$ cat src/rtl/bfdh_pkg.sv
package bfdh_pkg;

    localparam logic [63:0] FNV_BASIS   = 64'hCBF29CE484222325;
    localparam logic [63:0] FNV_PRIME_LO = 64'h1B3;
    localparam int          FNV_PRIME_SH = 40;

    localparam int HASH_W      = 64;
    localparam int DIGIT_BITS  = 4;
    localparam int DIGIT_STEPS = HASH_W / DIGIT_BITS;
    localparam int DCNT_W      = $clog2(DIGIT_STEPS);

    localparam int CFG_W     = 17;
    localparam int CFG_IDX_W = 1;
    localparam int PCNT_W    = 5;

    localparam logic [CFG_IDX_W-1:0] REG_FILTER_BITS = 1'b0;
    localparam logic [CFG_IDX_W-1:0] REG_PROBE_COUNT = 1'b1;

    localparam logic [CFG_W-1:0]  FILTER_BITS_RST = 17'd65536;
    localparam logic [PCNT_W-1:0] PROBE_COUNT_RST = 5'd7;

    typedef enum logic [2:0] {
        ST_CLEAR,
        ST_IDLE,
        ST_DIV,
        ST_ACCESS,
        ST_CHECK,
        ST_DONE
    } t_state;

    typedef struct packed {
        logic fold;
        logic start;
        logic step_div;
        logic mem_wr;
        logic mem_rd;
        logic check;
        logic next_probe;
        logic out_load;
        logic clr_step;
    } t_cmd;

    typedef struct packed {
        logic div_done;
        logic probes_done;
        logic clr_done;
        logic out_free;
        logic kind;
    } t_status;

endpackage

$ cat src/rtl/bfdh_ctrl.sv
module bfdh_ctrl (
    input  logic             i_clk,
    input  logic             i_rst_n,
    input  logic             i_valid,
    input  logic             i_last_byte,
    input  bfdh_pkg::t_status i_status,
    output logic             o_ready,
    output bfdh_pkg::t_cmd   o_cmd
);
    import bfdh_pkg::*;

    t_state r_state, n_state;

    always_ff @(posedge i_clk) begin
        if (!i_rst_n) begin
            r_state <= ST_CLEAR;
        end else begin
            r_state <= n_state;
        end
    end

    always_comb begin
        n_state = r_state;
        o_cmd   = '0;
        o_ready = 1'b0;
        case (r_state)
            ST_CLEAR: begin
                o_cmd.clr_step = 1'b1;
                if (i_status.clr_done) begin
                    n_state = ST_IDLE;
                end
            end
            ST_IDLE: begin
                o_ready = 1'b1;
                if (i_valid) begin
                    if (i_last_byte) begin
                        o_cmd.start = 1'b1;
                        n_state     = ST_DIV;
                    end else begin
                        o_cmd.fold = 1'b1;
                    end
                end
            end
            ST_DIV: begin
                o_cmd.step_div = 1'b1;
                if (i_status.div_done) begin
                    n_state = ST_ACCESS;
                end
            end
            ST_ACCESS: begin
                if (i_status.kind) begin
                    o_cmd.mem_rd = 1'b1;
                    n_state      = ST_CHECK;
                end else begin
                    o_cmd.mem_wr = 1'b1;
                    if (i_status.probes_done) begin
                        n_state = ST_DONE;
                    end else begin
                        o_cmd.next_probe = 1'b1;
                        n_state          = ST_DIV;
                    end
                end
            end
            ST_CHECK: begin
                o_cmd.check = 1'b1;
                if (i_status.probes_done) begin
                    n_state = ST_DONE;
                end else begin
                    o_cmd.next_probe = 1'b1;
                    n_state          = ST_DIV;
                end
            end
            ST_DONE: begin
                if (i_status.out_free) begin
                    o_cmd.out_load = 1'b1;
                    n_state        = ST_IDLE;
                end
            end
            default: begin
                n_state = ST_IDLE;
            end
        endcase
    end
endmodule

$ cat config.mk
export PLATFORM = sky130hd
export DESIGN_NAME = bfdh_ctrl
export DESIGN_NICKNAME = d
export VERILOG_FILES = /design/src/rtl/bfdh_pkg.sv /design/src/rtl/bfdh_ctrl.sv
export SDC_FILE = /design/constraint.sdc
export NUM_CORES = 1
export LEC_CHECK = 0
export BUFFER_PORTS_ARGS = -buffer_cell sky130_fd_sc_hd__buf_4
export CAP_MARGIN = 20
export CORE_AREA = 2 2 39 41
export CTS_CLUSTER_DIAMETER = 50
export DETAILED_ROUTE_END_ITERATION = 16
export DIE_AREA = 0 0 41 43
export PLACE_DENSITY_LB_ADDON = 0.25
export RECOVER_POWER = 25
export SYNTH_ARGS = -nofsm -noshare
export SYNTH_HDL_FRONTEND = slang
export SYNTH_SLANG_ARGS = --single-unit
$ cat constraint.sdc
create_clock -name i_clk -period 1.15 [get_ports i_clk]
set_input_delay 0.115 -clock i_clk [delete_from_list [all_inputs] [get_ports i_clk]]
set_output_delay 0.115 -clock i_clk [all_outputs]
set_load 0.02 [all_outputs]
==> results.py <==
metrics = {
    "clock_tree": {
        "clockBufferDepth": 2,
        "ctsHoldBuffers": 0,
        "root_buffer": "clkbuf_4",
        "clk_pin_slew_ns": 0.03,
        "htree_levels": 1,
        "cts_buffers": 3,
        "clock_sinks": 3,
        "tritoncts": "done",
        "worstSkewPairLatency_ns": 0.23,
    },
    "synth": {
        "synth.top_cell.area_share_pct": 20.5,
        "yosysTopAreaCell": "dfxtp_1",
        "syn_avg_cell_area_um2": 7.51,
        "synth_cells": 39,
        "yosysWarnings": 0,
        "yosys-top-cells-area": "dfxtp_1 21%, and3_1 6.4%, nor2_1 6.4%",
        "ys_types": 25,
        "ys_seq_elements": 3,
        "syn-num-nets": 48,
        "seq_area_frac_synth_pct": 20.5,
        "synth_area_um2": 293,
    },
    "sta": {
        "period_minus_slack_ns": 1.38,
        "setup_ws_ns": -0.232,
        "rsz0062_at_grt": "true",
        "finalClockSkew_ns": 0.000984,
        "tns_ns": -1.91,
        "slew_violations": 0,
        "setup_viol": 13,
        "worstMarginPinSlew_ns": 0.229,
        "max-slew-margin-rel_pct": 84.6,
        "fmax_ghz": 0.723,
        "period_share_pct": 120,
        "hold_violations": 0,
    },
    "place": {
        "io_buffers": 18,
        "place.gp.congestion": 0.810,
        "placed_area_um2": 510,
        "place_hpwl_um": 694,
    },
    "routing": {
        "dr.pass1.iters": 4,
        "wl_per_cell_um": 11.6,
        "drtAntennaViolNets": 0,
        "drcViolationCount": 0,
        "drtIter0Drc": 8,
        "wirelength_um": 1080,
        "via_count": 452,
        "vias_per_cell": 4.86,
    },
    "worst_setup_path": {
        "worstReg2RegEnd": "r_state[0]",
        "r2r_slack_ns": -0.20,
        "r2r_cells": 5,
        "cp.arrival_ns": 1.27,
        "cp_data_required_time_ns": 1.03,
        "worst_path_max_delay_cell": "dfxtp_4",
        "crit_start": "r_state[1]",
        "critPathMaxStageDelay_ns": 0.36,
        "worstSetupEndpoint": "o_cmd[2]",
        "critPathLaunchType": "register",
        "criticalPathCategory": "register to output port",
        "critical_path_peak_fanout": 7,
        "rr_startpoint": "r_state[0]",
        "end_kind": "output port",
        "path_cells": "nand2b_4 > or2_4 > inv_4 > o21ba_4 > buf_6",
    },
    "global_routing": {
        "grt_pass1_vias": 377,
        "grt-ovfl-total": 0,
        "track_usage_pct": 12.2,
        "grt_pass1_wl_um": 1480,
        "grt_max_degree": 8,
        "grt_antenna_before_repair": 0,
    },
    "floorplan": {
        "core_um2": 1380,
        "die_w_um": 41,
        "fp.dieH_um": 43,
        "rows": 14,
        "pin_count": 19,
        "die_area_um2": 1760,
        "initial_core_util_pct": 21.2,
    },
    "final_layout": {
        "reg.largest.list": "r_state: 3 flops",
        "final_util_pct": 52.6,
        "most-common-layout-cells": "26 x buf_4, 9 x buf_6",
        "area_growth_pct": 149,
        "finalNetCount": 87,
        "antennaDiodeCount": 0,
        "stdcell_area_um2": 728,
        "largest_register_ffs": 3,
        "layout-drive-gt1-share_pct": 76.6,
        "nFillCells": 127,
        "seqCellArea_um2": 71.3,
        "multi_input_comb_area_um2": 308,
        "final_common_cell": "buf_4",
        "regMostFlops": "r_state",
    },
    "power_and_ir_drop": {
        "irDropWorstVdd_v": 0.000769,
        "powerDensity_nw_per_um2": 1650,
        "p_leak_nw": 0.332,
    },
    "status": {
        "violations": "negative setup slack",
        "outcome": "complete, but fails checks",
    },
    "flow_run": {
        "drv_cap": 0,
    },
    "hold_path": {
        "hold_path_class": "input pin to register",
    },
}
worst min-delay path by stage:
stage          startpoint         end  slack (ns)  cells past startpoint
2_1_floorplan     i_rst_n  r_state[2]        0.24                      1
3_3_place_gp      i_rst_n  r_state[2]        0.37                      2
3_5_place_dp      i_rst_n  r_state[2]        0.36                      2
4_1_cts           i_rst_n  r_state[2]        0.12                      2
5_1_grt           i_rst_n  r_state[2]        0.14                      2
6_report          i_rst_n  r_state[2]        0.12                      2
stage by stage:
step	hold slack, ns	setup WS (ns)	total power [mW]	instances
detailed placement	0.361	-0.115	0.771	80
global placement	0.371	-0.116	0.771	80
floorplan	0.243	-0.0422	0.511	39
finish	0.123	-0.232	1.20	93
CTS	0.117	-0.238	1.09	88
global route	0.141	-0.284	1.29	93
power breakdown:
group / switching, mW / internal (mW) / total (mW) / leakage [nW]
Clock: 0.0490 / 0.130 / 0.179 / 0.0150
Sequential: 0.0413 / 0.147 / 0.188 / 0.0267
Combinational: 0.359 / 0.473 / 0.832 / 0.291
Total: 0.449 / 0.749 / 1.20 / 0.332
logic make-up after synthesis:
kind of cell	Yosys count	share of synthesized area, %
flip-flops	3	20.5
buffers and inverters	2	2.56
AND/OR/NAND/NOR	24	48.3
AO/OA/AOI/OAI	10	28.6
what timing repair did:
action | in CTS | in global routing
buffers inserted | 4 | 5
pin swaps | 5 | 3
resized for setup | 17 | 15
hold endpoints to repair | 0 | 0
gates cloned | 0 | 0
setup endpoints to repair | 13 | 13
final cells by class:
type	instances	share of cell area [%]
flip-flops and latches	3	9.79
inverters	1	0.859
multi-input cells	34	42.3
clock buffers	4	3.61
well taps	16	2.75
repair buffers	35	40.7
synthesized netlist by cell type:
library cell,n
nor3b_1,1
nand2b_1,2
and3_1,3
o21ai_0,2
dfxtp_1,3
clkbuf_1,1
o211ai_1,1
nand2_1,2
o22ai_1,2
o41ai_2,1
nor2_1,5
and2_1,1
nand3b_1,1
a22oi_1,1
o31ai_1,1
o21ba_2,1
nand3_1,1
nor4bb_1,1
or2b_1,1
a31oi_2,1
inv_2,1
nor3_1,1
or2_1,1
nor2b_1,3
and4b_1,1
layer usage:
layer / share of wire [%] / track usage [%] / vias up
met5: 0 / 0 / -
met4: 0.18 / 4.67 / 0
met3: 8.9 / 5.76 / 2
met2: 50 / 19.1 / 21
met1: 41 / 13.8 / 206
li1: - / - / 223
worst max-delay path, delay by kind of cell, from the launching register on:
kind | cells | cell delay (ns)
flip-flops | 1 | 0.36
AND/OR/NAND/NOR | 2 | 0.39
buffers and inverters | 2 | 0.16
AO/OA/AOI/OAI | 1 | 0.12
No activity file was read; power rests on OpenSTA's default activity.
